**src/msc_pkg.sv**
```systemverilog
// Shared constants, register codes and the multiply-accumulate control type for the magnetometer sample correction.
package msc_pkg;

   localparam int GAIN_FRAC_BITS_DEF = 14;
   localparam int REG_W              = 48;
   localparam int SAMPLE_W           = 16;
   localparam int MAT_FRAC           = 14;

   localparam int ST_TARGET = 715;
   localparam int ST_LOW    = 500;
   localparam int ST_HIGH   = 1000;

   localparam logic [1:0] CSR_ORIENT_X = 2'd0;
   localparam logic [1:0] CSR_ORIENT_Y = 2'd1;
   localparam logic [1:0] CSR_ORIENT_Z = 2'd2;
   localparam logic [1:0] CSR_OFFSET   = 2'd3;

   localparam logic [REG_W-1:0] ORIENT_X_RESET = 48'h4000_0000_0000;
   localparam logic [REG_W-1:0] ORIENT_Y_RESET = 48'h0000_4000_0000;
   localparam logic [REG_W-1:0] ORIENT_Z_RESET = 48'h0000_0000_4000;
   localparam logic [REG_W-1:0] OFFSET_RESET   = 48'h0;

   typedef struct packed {
      logic mul_en;
      logic sel_gain;
      logic acc_en;
      logic acc_init;
   } msc_mac_ctl_type;

endpackage

```
**src/magnetometer_sample_correction.sv**
```systemverilog
// Top level: sequencer, configuration registers and gain store of the sample correction.
//
// One three-axis word is taken at a time; the block is not ready while it works on it. For a
// complete normal sample each of the three output axes needs one accumulator load, three terms
// on the one shared multiplier (coefficient times signed sample, then times gain, then
// accumulate) and one store. A self-test sample that passes the range check adds three
// divisions for the new gains on a restoring divider, one quotient bit per cycle. An
// incomplete sample returns a zero result. The result sits in an output register; a stalled
// result holds back only the next result.
module magnetometer_sample_correction #(
   parameter int GAIN_FRAC_BITS = msc_pkg::GAIN_FRAC_BITS_DEF
) (
   input  logic        clock,
   input  logic        reset,
   input  logic        req_tvalid,
   output logic        req_tready,
   input  logic [47:0] req_tdata,   // raw_x, raw_y, raw_z
   input  logic [1:0]  req_tuser,   // command, complete
   output logic        rsp_tvalid,
   input  logic        rsp_tready,
   output logic [47:0] rsp_tdata,   // field_x, field_y, field_z
   output logic [1:0]  rsp_tuser,   // updated, selftest_pass
   input  logic        csr_valid,
   output logic        csr_ready,
   input  logic [1:0]  csr_index,
   input  logic [47:0] csr_data
);

   localparam int GW    = GAIN_FRAC_BITS + 2;
   localparam int NUM_W = GAIN_FRAC_BITS + 11;
   localparam logic [GW-1:0] UNITY = GW'(1) << GAIN_FRAC_BITS;

   localparam logic [3:0] S_IDLE     = 4'd0;
   localparam logic [3:0] S_INIT     = 4'd1;
   localparam logic [3:0] S_MUL_RAW  = 4'd2;
   localparam logic [3:0] S_MUL_GAIN = 4'd3;
   localparam logic [3:0] S_ACC      = 4'd4;
   localparam logic [3:0] S_STORE    = 4'd5;
   localparam logic [3:0] S_DIV      = 4'd6;
   localparam logic [3:0] S_DIV_WAIT = 4'd7;
   localparam logic [3:0] S_DONE     = 4'd8;

   logic [3:0]  state_ff, state_in;
   logic [1:0]  row_ff, row_in;
   logic [1:0]  col_ff, col_in;
   logic        upd_ff, upd_in;
   logic        pass_ff, pass_in;
   logic        selftest_ff, selftest_in;

   logic [47:0] orient_ff [3];
   logic [47:0] offset_ff;
   logic [GW-1:0] gain_ff [3];

   logic [15:0] raw_ff [3];
   logic [15:0] raw_in [3];
   logic signed [16:0] sraw_ff [3];
   logic signed [16:0] sraw_in [3];
   logic [15:0] res_ff [3];
   logic [15:0] res_in [3];

   logic        rsp_valid_ff, rsp_valid_in;
   logic [47:0] rsp_data_ff, rsp_data_in;
   logic [1:0]  rsp_user_ff, rsp_user_in;

   msc_pkg::msc_mac_ctl_type mac_ctl;
   logic signed [15:0] mac_coef, mac_offset, mac_result;
   logic [GW-1:0]      mac_gain;

   logic             div_start, div_done;
   logic [NUM_W-1:0] div_num, div_quot;
   logic [15:0]      abs_raw [3];
   logic             in_range;
   logic             req_fire;
   logic             set_unity;
   logic             gain_we;

   function automatic logic [15:0] lane(input logic [47:0] r, input logic [1:0] k);
      logic [15:0] v;
      case (k)
         2'd0:    v = r[47:32];
         2'd1:    v = r[31:16];
         default: v = r[15:0];
      endcase
      return v;
   endfunction

   assign req_fire  = req_tvalid && req_tready;
   assign req_tready = (state_ff == S_IDLE);
   assign csr_ready = 1'b1;

   always_comb begin
      in_range = 1'b1;
      for (int i = 0; i < 3; i++) begin
         abs_raw[i] = raw_ff[i][15] ? 16'(~raw_ff[i] + 16'd1) : raw_ff[i];
         if (!(abs_raw[i] > 16'(msc_pkg::ST_LOW) && abs_raw[i] < 16'(msc_pkg::ST_HIGH))) begin
            in_range = 1'b0;
         end
      end
   end

   assign mac_coef   = lane(orient_ff[row_ff], col_ff);
   assign mac_offset = lane(offset_ff, row_ff);
   assign mac_gain   = gain_ff[col_ff];
   assign div_num    = (NUM_W'(msc_pkg::ST_TARGET) << GAIN_FRAC_BITS)
                       + NUM_W'(abs_raw[col_ff] >> 1);

   always_comb begin
      state_in     = state_ff;
      row_in       = row_ff;
      col_in       = col_ff;
      upd_in       = upd_ff;
      pass_in      = pass_ff;
      selftest_in  = selftest_ff;
      raw_in       = raw_ff;
      sraw_in      = sraw_ff;
      res_in       = res_ff;
      rsp_valid_in = rsp_valid_ff && !rsp_tready;
      rsp_data_in  = rsp_data_ff;
      rsp_user_in  = rsp_user_ff;
      mac_ctl      = '0;
      div_start    = 1'b0;
      set_unity    = 1'b0;
      gain_we      = 1'b0;
      unique case (state_ff)
         S_IDLE: begin
            if (req_fire) begin
               raw_in[0]   = req_tdata[15:0];
               raw_in[1]   = req_tdata[31:16];
               raw_in[2]   = req_tdata[47:32];
               sraw_in[0]  = -$signed({req_tdata[15], req_tdata[15:0]});
               sraw_in[1]  = $signed({req_tdata[31], req_tdata[31:16]});
               sraw_in[2]  = -$signed({req_tdata[47], req_tdata[47:32]});
               selftest_in = req_tuser[0];
               upd_in      = req_tuser[1];
               pass_in     = 1'b0;
               row_in      = 2'd0;
               if (req_tuser[1]) begin
                  set_unity = req_tuser[0];
                  state_in  = S_INIT;
               end else begin
                  state_in = S_DONE;
               end
            end
         end
         S_INIT: begin
            mac_ctl.acc_init = 1'b1;
            col_in           = 2'd0;
            state_in         = S_MUL_RAW;
         end
         S_MUL_RAW: begin
            mac_ctl.mul_en = 1'b1;
            state_in       = S_MUL_GAIN;
         end
         S_MUL_GAIN: begin
            mac_ctl.mul_en   = 1'b1;
            mac_ctl.sel_gain = 1'b1;
            state_in         = S_ACC;
         end
         S_ACC: begin
            mac_ctl.acc_en = 1'b1;
            if (col_ff == 2'd2) begin
               state_in = S_STORE;
            end else begin
               col_in   = col_ff + 2'd1;
               state_in = S_MUL_RAW;
            end
         end
         S_STORE: begin
            res_in[row_ff] = mac_result;
            if (row_ff == 2'd2) begin
               col_in = 2'd0;
               if (selftest_ff && in_range) begin
                  state_in = S_DIV;
               end else begin
                  state_in = S_DONE;
               end
            end else begin
               row_in   = row_ff + 2'd1;
               state_in = S_INIT;
            end
         end
         S_DIV: begin
            div_start = 1'b1;
            state_in  = S_DIV_WAIT;
         end
         S_DIV_WAIT: begin
            if (div_done) begin
               gain_we = 1'b1;
               if (col_ff == 2'd2) begin
                  pass_in  = 1'b1;
                  state_in = S_DONE;
               end else begin
                  col_in   = col_ff + 2'd1;
                  state_in = S_DIV;
               end
            end
         end
         S_DONE: begin
            if (!rsp_valid_ff || rsp_tready) begin
               rsp_valid_in = 1'b1;
               rsp_data_in  = upd_ff ? {res_ff[2], res_ff[1], res_ff[0]} : '0;
               rsp_user_in  = {pass_ff, upd_ff};
               state_in     = S_IDLE;
            end
         end
         default: begin
            state_in = S_IDLE;
         end
      endcase
   end

   always_ff @(posedge clock) begin
      if (reset) begin
         state_ff     <= S_IDLE;
         row_ff       <= 2'd0;
         col_ff       <= 2'd0;
         upd_ff       <= 1'b0;
         pass_ff      <= 1'b0;
         selftest_ff  <= 1'b0;
         rsp_valid_ff <= 1'b0;
         orient_ff[0] <= msc_pkg::ORIENT_X_RESET;
         orient_ff[1] <= msc_pkg::ORIENT_Y_RESET;
         orient_ff[2] <= msc_pkg::ORIENT_Z_RESET;
         offset_ff    <= msc_pkg::OFFSET_RESET;
         for (int i = 0; i < 3; i++) begin
            gain_ff[i] <= UNITY;
         end
      end else begin
         state_ff     <= state_in;
         row_ff       <= row_in;
         col_ff       <= col_in;
         upd_ff       <= upd_in;
         pass_ff      <= pass_in;
         selftest_ff  <= selftest_in;
         rsp_valid_ff <= rsp_valid_in;
         if (csr_valid && csr_ready) begin
            unique case (csr_index)
               msc_pkg::CSR_ORIENT_X: orient_ff[0] <= csr_data;
               msc_pkg::CSR_ORIENT_Y: orient_ff[1] <= csr_data;
               msc_pkg::CSR_ORIENT_Z: orient_ff[2] <= csr_data;
               msc_pkg::CSR_OFFSET:   offset_ff    <= csr_data;
               default: ;
            endcase
         end
         if (set_unity) begin
            for (int i = 0; i < 3; i++) begin
               gain_ff[i] <= UNITY;
            end
         end else if (gain_we) begin
            gain_ff[col_ff] <= div_quot[GW-1:0];
         end
      end
      raw_ff      <= raw_in;
      sraw_ff     <= sraw_in;
      res_ff      <= res_in;
      rsp_data_ff <= rsp_data_in;
      rsp_user_ff <= rsp_user_in;
   end

   msc_mac #(
      .GAIN_FRAC_BITS(GAIN_FRAC_BITS)
   ) u_mac (
      .clock  (clock),
      .ctl    (mac_ctl),
      .coef   (mac_coef),
      .sraw   (sraw_ff[col_ff]),
      .gain   (mac_gain),
      .offset (mac_offset),
      .result (mac_result)
   );

   msc_divider #(
      .NUM_W(NUM_W)
   ) u_divider (
      .clock (clock),
      .reset (reset),
      .start (div_start),
      .num   (div_num),
      .den   (abs_raw[col_ff]),
      .done  (div_done),
      .quot  (div_quot)
   );

   assign rsp_tvalid = rsp_valid_ff;
   assign rsp_tdata  = rsp_data_ff;
   assign rsp_tuser  = rsp_user_ff;

   a_busy_after_accept: assert property (@(posedge clock) disable iff (reset)
      req_fire |=> !req_tready)
      else $error("input accepted while a word is in progress");

   a_div_done_in_wait: assert property (@(posedge clock) disable iff (reset)
      div_done |-> state_ff == S_DIV_WAIT)
      else $error("divider finished outside its wait state");

   a_selftest_unity: assert property (@(posedge clock) disable iff (reset)
      req_fire && req_tuser[0] && req_tuser[1] |=>
         gain_ff[0] == UNITY && gain_ff[1] == UNITY && gain_ff[2] == UNITY)
      else $error("gains not set to unity on a self-test word");

   a_stale_is_zero: assert property (@(posedge clock) disable iff (reset)
      rsp_tvalid && !rsp_tuser[0] |-> rsp_tdata == '0 && !rsp_tuser[1])
      else $error("word without update carries data");

   a_pass_needs_selftest: assert property (@(posedge clock) disable iff (reset)
      state_ff == S_DIV |-> selftest_ff && upd_ff)
      else $error("gain division on a word that is not a complete self-test");

endmodule

```
**src/msc_mac.sv**
```systemverilog
// Shared multiplier and accumulator with rounding and 16-bit saturation.
module msc_mac #(
   parameter int GAIN_FRAC_BITS = msc_pkg::GAIN_FRAC_BITS_DEF
) (
   input  logic                         clock,
   input  msc_pkg::msc_mac_ctl_type     ctl,
   input  logic signed [15:0]           coef,
   input  logic signed [16:0]           sraw,
   input  logic [GAIN_FRAC_BITS+1:0]    gain,
   input  logic signed [15:0]           offset,
   output logic signed [15:0]           result
);

   localparam int GW       = GAIN_FRAC_BITS + 2;
   localparam int AW       = 33;
   localparam int BW       = (GW + 1 > 17) ? GW + 1 : 17;
   localparam int PW       = AW + BW;
   localparam int ACC_W    = PW + 2;
   localparam int SUM_FRAC = GAIN_FRAC_BITS + msc_pkg::MAT_FRAC;
   localparam int HW       = ACC_W - SUM_FRAC;

   logic signed [AW-1:0]    mul_a;
   logic signed [BW-1:0]    mul_b;
   logic signed [PW-1:0]    prod_in, prod_ff;
   logic signed [ACC_W-1:0] acc_in, acc_ff;
   logic        [HW-1:0]    hi;
   logic                    fits;

   always_comb begin
      if (ctl.sel_gain) begin
         mul_a = prod_ff[AW-1:0];
         mul_b = BW'($signed({1'b0, gain}));
      end else begin
         mul_a = AW'(coef);
         mul_b = BW'(sraw);
      end
      prod_in = mul_a * mul_b;
   end

   always_comb begin
      if (ctl.acc_init) begin
         acc_in = {{(HW-16){offset[15]}}, offset, 1'b1, {(SUM_FRAC-1){1'b0}}};
      end else begin
         acc_in = acc_ff + ACC_W'(prod_ff);
      end
   end

   always_ff @(posedge clock) begin
      if (ctl.mul_en) begin
         prod_ff <= prod_in;
      end
      if (ctl.acc_init || ctl.acc_en) begin
         acc_ff <= acc_in;
      end
   end

   always_comb begin
      hi   = acc_ff[ACC_W-1:SUM_FRAC];
      fits = (&hi[HW-1:15]) || !(|hi[HW-1:15]);
      if (fits) begin
         result = hi[15:0];
      end else if (hi[HW-1]) begin
         result = 16'sh8000;
      end else begin
         result = 16'sh7fff;
      end
   end

endmodule

```
**src/msc_divider.sv**
```systemverilog
// Restoring divider, one quotient bit per cycle.
module msc_divider #(
   parameter int NUM_W = msc_pkg::GAIN_FRAC_BITS_DEF + 11
) (
   input  logic             clock,
   input  logic             reset,
   input  logic             start,
   input  logic [NUM_W-1:0] num,
   input  logic [15:0]      den,
   output logic             done,
   output logic [NUM_W-1:0] quot
);

   localparam int CW = $clog2(NUM_W + 1);

   logic             busy_ff, busy_in;
   logic             done_ff, done_in;
   logic [CW-1:0]    count_ff, count_in;
   logic [15:0]      rem_ff, rem_in;
   logic [15:0]      den_ff, den_in;
   logic [NUM_W-1:0] q_ff, q_in;
   logic [16:0]      trial;
   logic             ge;

   always_comb begin
      trial    = {rem_ff, q_ff[NUM_W-1]};
      ge       = trial >= {1'b0, den_ff};
      busy_in  = busy_ff;
      done_in  = 1'b0;
      count_in = count_ff;
      rem_in   = rem_ff;
      den_in   = den_ff;
      q_in     = q_ff;
      if (start) begin
         busy_in  = 1'b1;
         count_in = '0;
         rem_in   = '0;
         den_in   = den;
         q_in     = num;
      end else if (busy_ff) begin
         if (ge) begin
            rem_in = 16'(trial - {1'b0, den_ff});
         end else begin
            rem_in = trial[15:0];
         end
         q_in     = {q_ff[NUM_W-2:0], ge};
         count_in = count_ff + 1'b1;
         if (count_ff == CW'(NUM_W - 1)) begin
            busy_in = 1'b0;
            done_in = 1'b1;
         end
      end
   end

   always_ff @(posedge clock) begin
      if (reset) begin
         busy_ff <= 1'b0;
         done_ff <= 1'b0;
      end else begin
         busy_ff <= busy_in;
         done_ff <= done_in;
      end
      count_ff <= count_in;
      rem_ff   <= rem_in;
      den_ff   <= den_in;
      q_ff     <= q_in;
   end

   assign done = done_ff;
   assign quot = q_ff;

endmodule
```
**config.mk**
```make
export PLATFORM = sky130hd
export DESIGN_NAME = magnetometer_sample_correction
export DESIGN_NICKNAME = d
export VERILOG_FILES = /design/src/msc_pkg.sv /design/src/magnetometer_sample_correction.sv /design/src/msc_mac.sv /design/src/msc_divider.sv
export SDC_FILE = /design/constraint.sdc
export NUM_CORES = 2
export LEC_CHECK = 0
export ABC_CLOCK_PERIOD_IN_PS = 21500
export CAP_MARGIN = 20
export CORE_ASPECT_RATIO = 0.9
export CORE_MARGIN = 4
export CORE_UTILIZATION = 25
export DETAILED_ROUTE_END_ITERATION = 10
export DONT_BUFFER_PORTS = 1
export PLACE_DENSITY = 0.5
export SETUP_SLACK_MARGIN = 0.15
export SLEW_MARGIN = 5
export SYNTH_ARGS = -nofsm -noshare
export SYNTH_HDL_FRONTEND = slang
export SYNTH_SLANG_ARGS = --single-unit
```
**constraint.sdc**
```tcl
create_clock -name clock -period 21.5 [get_ports clock]
set_input_delay 4.3 -clock clock [delete_from_list [all_inputs] [get_ports clock]]
set_output_delay 4.3 -clock clock [all_outputs]
set_load 0.03 [all_outputs]
```
==> metrics.log <==
[metrics] antenna violation net count after detailed routing: 0
[metrics] top cells by area in the synthesized netlist: sky130_fd_sc_hd__edfxtp_1 33%, sky130_fd_sc_hd__fa_1 22%, sky130_fd_sc_hd__ha_1 5.1%
[metrics] global-route wire length before repair: 214,000 µm
[metrics] worst relative slew slack: 29.1%
[metrics] delay of the slowest cell on the worst path: 0.85 ns
[metrics] summed instance area of the synthesized netlist: 0.0485 mm²
[metrics] area share of the largest cell type after synthesis: 32.8%
[metrics] CTS tree: built
[metrics] count of buffer and inverter cells on the critical path: 8
[metrics] Overall Global Routing Usage: 13.8%
[metrics] initial antenna violation count: 2
[metrics] Req. time, crit path: 21.90 ns
[metrics] clock insertion delay at the later pin of the skew report: 0.65 ns
[metrics] H-tree levels: 3
[metrics] Congestion Overflow GR: 0
[metrics] total nets after synthesis: 5,514
[metrics] Top Family by Delay on Critical Path: compound AO/OA/AOI/OAI gates
[metrics] area leader, netlist: sky130_fd_sc_hd__edfxtp_1
[metrics] Fmax achieved: 89.8 MHz
[metrics] Syn-to-layout area delta: 11.4%
[metrics] average detailed-routed wire length per instance: 19.3 µm
[metrics] detailed-routing iteration count for the pre-antenna-repair pass: 6
[metrics] buffer cell driving the clock tree root: sky130_fd_sc_hd__clkbuf_16
[metrics] complex-gate fraction of the synthesized area: 9.81%
[metrics] chip width: 472 µm
[metrics] final worst clock skew: 0.0381 ns
[metrics] Synth Area in Adders: 27.4%
[metrics] DRC violation count after routing: 0
[metrics] reg-to-reg slack, setup: 10.37 ns
[metrics] # IOs: 158
[metrics] commonest non-fill, non-tap cell in the layout: sky130_fd_sc_hd__inv_1
[metrics] Worst Tran Pin Value: 1.06 ns
[metrics] total setup violations reported at the end of the flow: 0
[metrics] synthesized area per cell: 10.4 µm²
[metrics] endpoint kind of the worst setup timing path: register
[metrics] worst min-delay path class: reg2reg
[metrics] vias per std cell: 4.63
[metrics] Setup Total Neg Slack: 0 ns
[metrics] fraction of layout cells with a size suffix above 1: 6.74%
[metrics] Async SR Flop Fraction: 0%
[metrics] WP data arrival: 11.54 ns
[metrics] simple-gate portion of the synthesized area: 13.9%
[metrics] Final GP Congestion: 0.868
[metrics] via count: 33,500
[metrics] CORE AREA: 0.193 mm²
[metrics] Worst path slowest cell: sky130_fd_sc_hd__a32o_1
[metrics] number of maximum-capacitance violations: 0
[metrics] pin count of the biggest net entering global routing: 84
[metrics] number of global-route vias before repair: 34,200
[metrics] max-slew violations: 0
[metrics] CTS sink count: 616
[metrics] time the worst path needs with I/O delays and setup: 11.13 ns
[metrics] TritonCTS Buffers: 71
[metrics] post-synthesis mux area share: 2.77%
[metrics] period utilization: 51.8%
[metrics] Initial Util: 25.1%
[metrics] number of input and output port buffers inserted: 0
[metrics] number of nets in the finished design: 5,446
[metrics] Synth Instances: 4,672
[metrics] final hold violation count: 0
[metrics] setup fix buffers added after clock tree synthesis: 0
[metrics] Warnings, synthesis: 0
[metrics] worst hold margin: 0.454 ns
[metrics] clock slew at the register clock pins of the worst setup and hold paths: 0.06 ns
[metrics] count of flip-flops with a built-in enable after synthesis: 529
[metrics] overall routed net length: 140,000 µm
[metrics] post-CTS sizing: 0
[metrics] vertical extent of the die: 426 µm
[metrics] share of the yosys chip area belonging to registers: 36.4%
[metrics] number of distinct library cells after synthesis: 83
[metrics] number of hold-repair buffers added at the cts stage: 0
[metrics] commonest cells after routing, fill and taps aside: 614 x sky130_fd_sc_hd__inv_1, 539 x sky130_fd_sc_hd__fa_1, 529 x sky130_fd_sc_hd__edfxtp_1
[metrics] total number of placement rows: 153
[metrics] outcome: finished, final reports clean
[metrics] initial drt markers: 2,381
[metrics] critical-path maximum fanout: 50
[metrics] half-perimeter wire length after detailed placement: 108,000 µm
[metrics] ys flop type: sky130_fd_sc_hd__edfxtp_1
[metrics] number of buffers on the longest clock path: 3
[metrics] xor/xnor share of the synthesized area: 3.20%
[metrics] CP Launch Type: register
[metrics] dominant cell type by count on the critical path: sky130_fd_sc_hd__fa_1
[metrics] type of the worst setup path: reg2reg
[metrics] combinational family with the most area after synthesis: adder cells
[metrics] setup repair after global routing missed its margin: no
[metrics] number of storage elements in the synthesis netlist: 616
[metrics] die outline area: 0.201 mm²
## layer usage
metal,part of all wire [%],up-vias,GRT usage [%]
li1,-,15400,-
met1,46,16900,19.3
met2,44,966,21.3
met3,6.6,197,2.96
met4,3.2,0,4.39
met5,0,-,0
## synthesized netlist by cell type (16+ instances only)
| library cell | n |
|---|---|
| sky130_fd_sc_hd__o21a_1 | 35 |
| sky130_fd_sc_hd__nand2_1 | 496 |
| sky130_fd_sc_hd__o31ai_1 | 20 |
| sky130_fd_sc_hd__nor2_1 | 457 |
| sky130_fd_sc_hd__clkbuf_1 | 193 |
| sky130_fd_sc_hd__nand4_1 | 28 |
| sky130_fd_sc_hd__dfxtp_1 | 87 |
| sky130_fd_sc_hd__a211oi_1 | 30 |
| sky130_fd_sc_hd__or2_2 | 19 |
| sky130_fd_sc_hd__mux4_2 | 16 |
| sky130_fd_sc_hd__nor3_1 | 45 |
| sky130_fd_sc_hd__nand2b_1 | 66 |
| sky130_fd_sc_hd__a22oi_1 | 24 |
| sky130_fd_sc_hd__fa_1 | 539 |
| sky130_fd_sc_hd__mux2_2 | 49 |
| sky130_fd_sc_hd__ha_1 | 198 |
| sky130_fd_sc_hd__a31oi_1 | 24 |
| sky130_fd_sc_hd__o21ai_0 | 134 |
| sky130_fd_sc_hd__a21oi_1 | 219 |
| sky130_fd_sc_hd__o21ai_1 | 17 |
| sky130_fd_sc_hd__or3_1 | 16 |
| sky130_fd_sc_hd__and2_1 | 127 |
| sky130_fd_sc_hd__nor2b_1 | 62 |
| sky130_fd_sc_hd__a221o_1 | 25 |
| sky130_fd_sc_hd__and3_1 | 57 |
| sky130_fd_sc_hd__o211ai_1 | 20 |
| sky130_fd_sc_hd__xnor2_1 | 101 |
| sky130_fd_sc_hd__inv_1 | 614 |
| sky130_fd_sc_hd__buf_1 | 17 |
| sky130_fd_sc_hd__xor2_1 | 76 |
| sky130_fd_sc_hd__nand3_1 | 42 |
| sky130_fd_sc_hd__a21o_1 | 76 |
| sky130_fd_sc_hd__edfxtp_1 | 529 |
| sky130_fd_sc_hd__mux2i_1 | 43 |
## registers in the layout, summed over array words and instances, names as in the netlist, 2 cells and up, named ones only
signal,flops
col_ff,2
gain_ff,64
u_mac.acc_ff,52
sraw_ff,48
u_mac.prod_ff,50
rsp_tdata,48
u_divider.rem_ff,16
state_ff,4
rsp_tuser,2
row_ff,2
offset_ff,48
orient_ff,144
raw_ff,32
res_ff,48
u_divider.quot,25
u_divider.den_ff,16
u_divider.count_ff,5
## final timing paths
| check | startpoint | depth (start not counted) | endpoint |
|---|---|---|---|
| max reg2reg | col_ff[0] | 32 | u_mac.prod_ff[49] |
| min reg2reg | offset_ff[4] | 2 | offset_ff[4] |
| min | offset_ff[4] | 2 | offset_ff[4] |
| max | col_ff[0] | 32 | u_mac.prod_ff[49] |
## final cells by class
cell class | count | area (µm²)
Antenna cell | 1 | 2.50
Clock buffer | 94 | 1990
Clock inverter | 35 | 389
Fill cell | 20300 | 139000
Inverter | 618 | 2320
Multi-Input combinational cell | 3219 | 27900
Sequential cell | 616 | 17600
Tap cell | 2557 | 3200
Timing Repair Buffer | 78 | 586
## cells by family (layout without fill, tap and decap cells)
family                   count (synthesis)  in the layout
AND/OR/NAND/NOR                       1463           1463
buffers and inverters                  837            825
adder cells (fa/ha/maj)                737            737
AO/OA/AOI/OAI                          733            733
flip-flops                             616            616
XOR/XNOR                               177            177
multiplexers                           108            108
other                                    1              2
## worst register-to-register path: cells and delay by family (launching register included)
kind            cells  cell delay, ns
compound gates     11            4.15
flops               1            0.31
simple gates        5            1.23
buf+inv             8            1.59
fa+ha+maj           8            3.61
## through the flow
stage / instances / worst slack [ns] / area (µm²) / util (%)
2_1_floorplan: 4672 / 12.71 / 48500 / -
3_3_place_gp: 7084 / 10.62 / 51600 / 26.7
3_5_place_dp: 7085 / 10.46 / 51600 / 26.7
4_1_cts: 7214 / 10.40 / 53900 / 28.0
5_1_grt: 7217 / 9.82 / 54000 / 28.0
6_report: 7218 / 10.37 / 54000 / 28.0
Power is left out: the tool's default activity adds up to more than one toggle a clock period on the data nets, which glitch-free logic cannot reach.
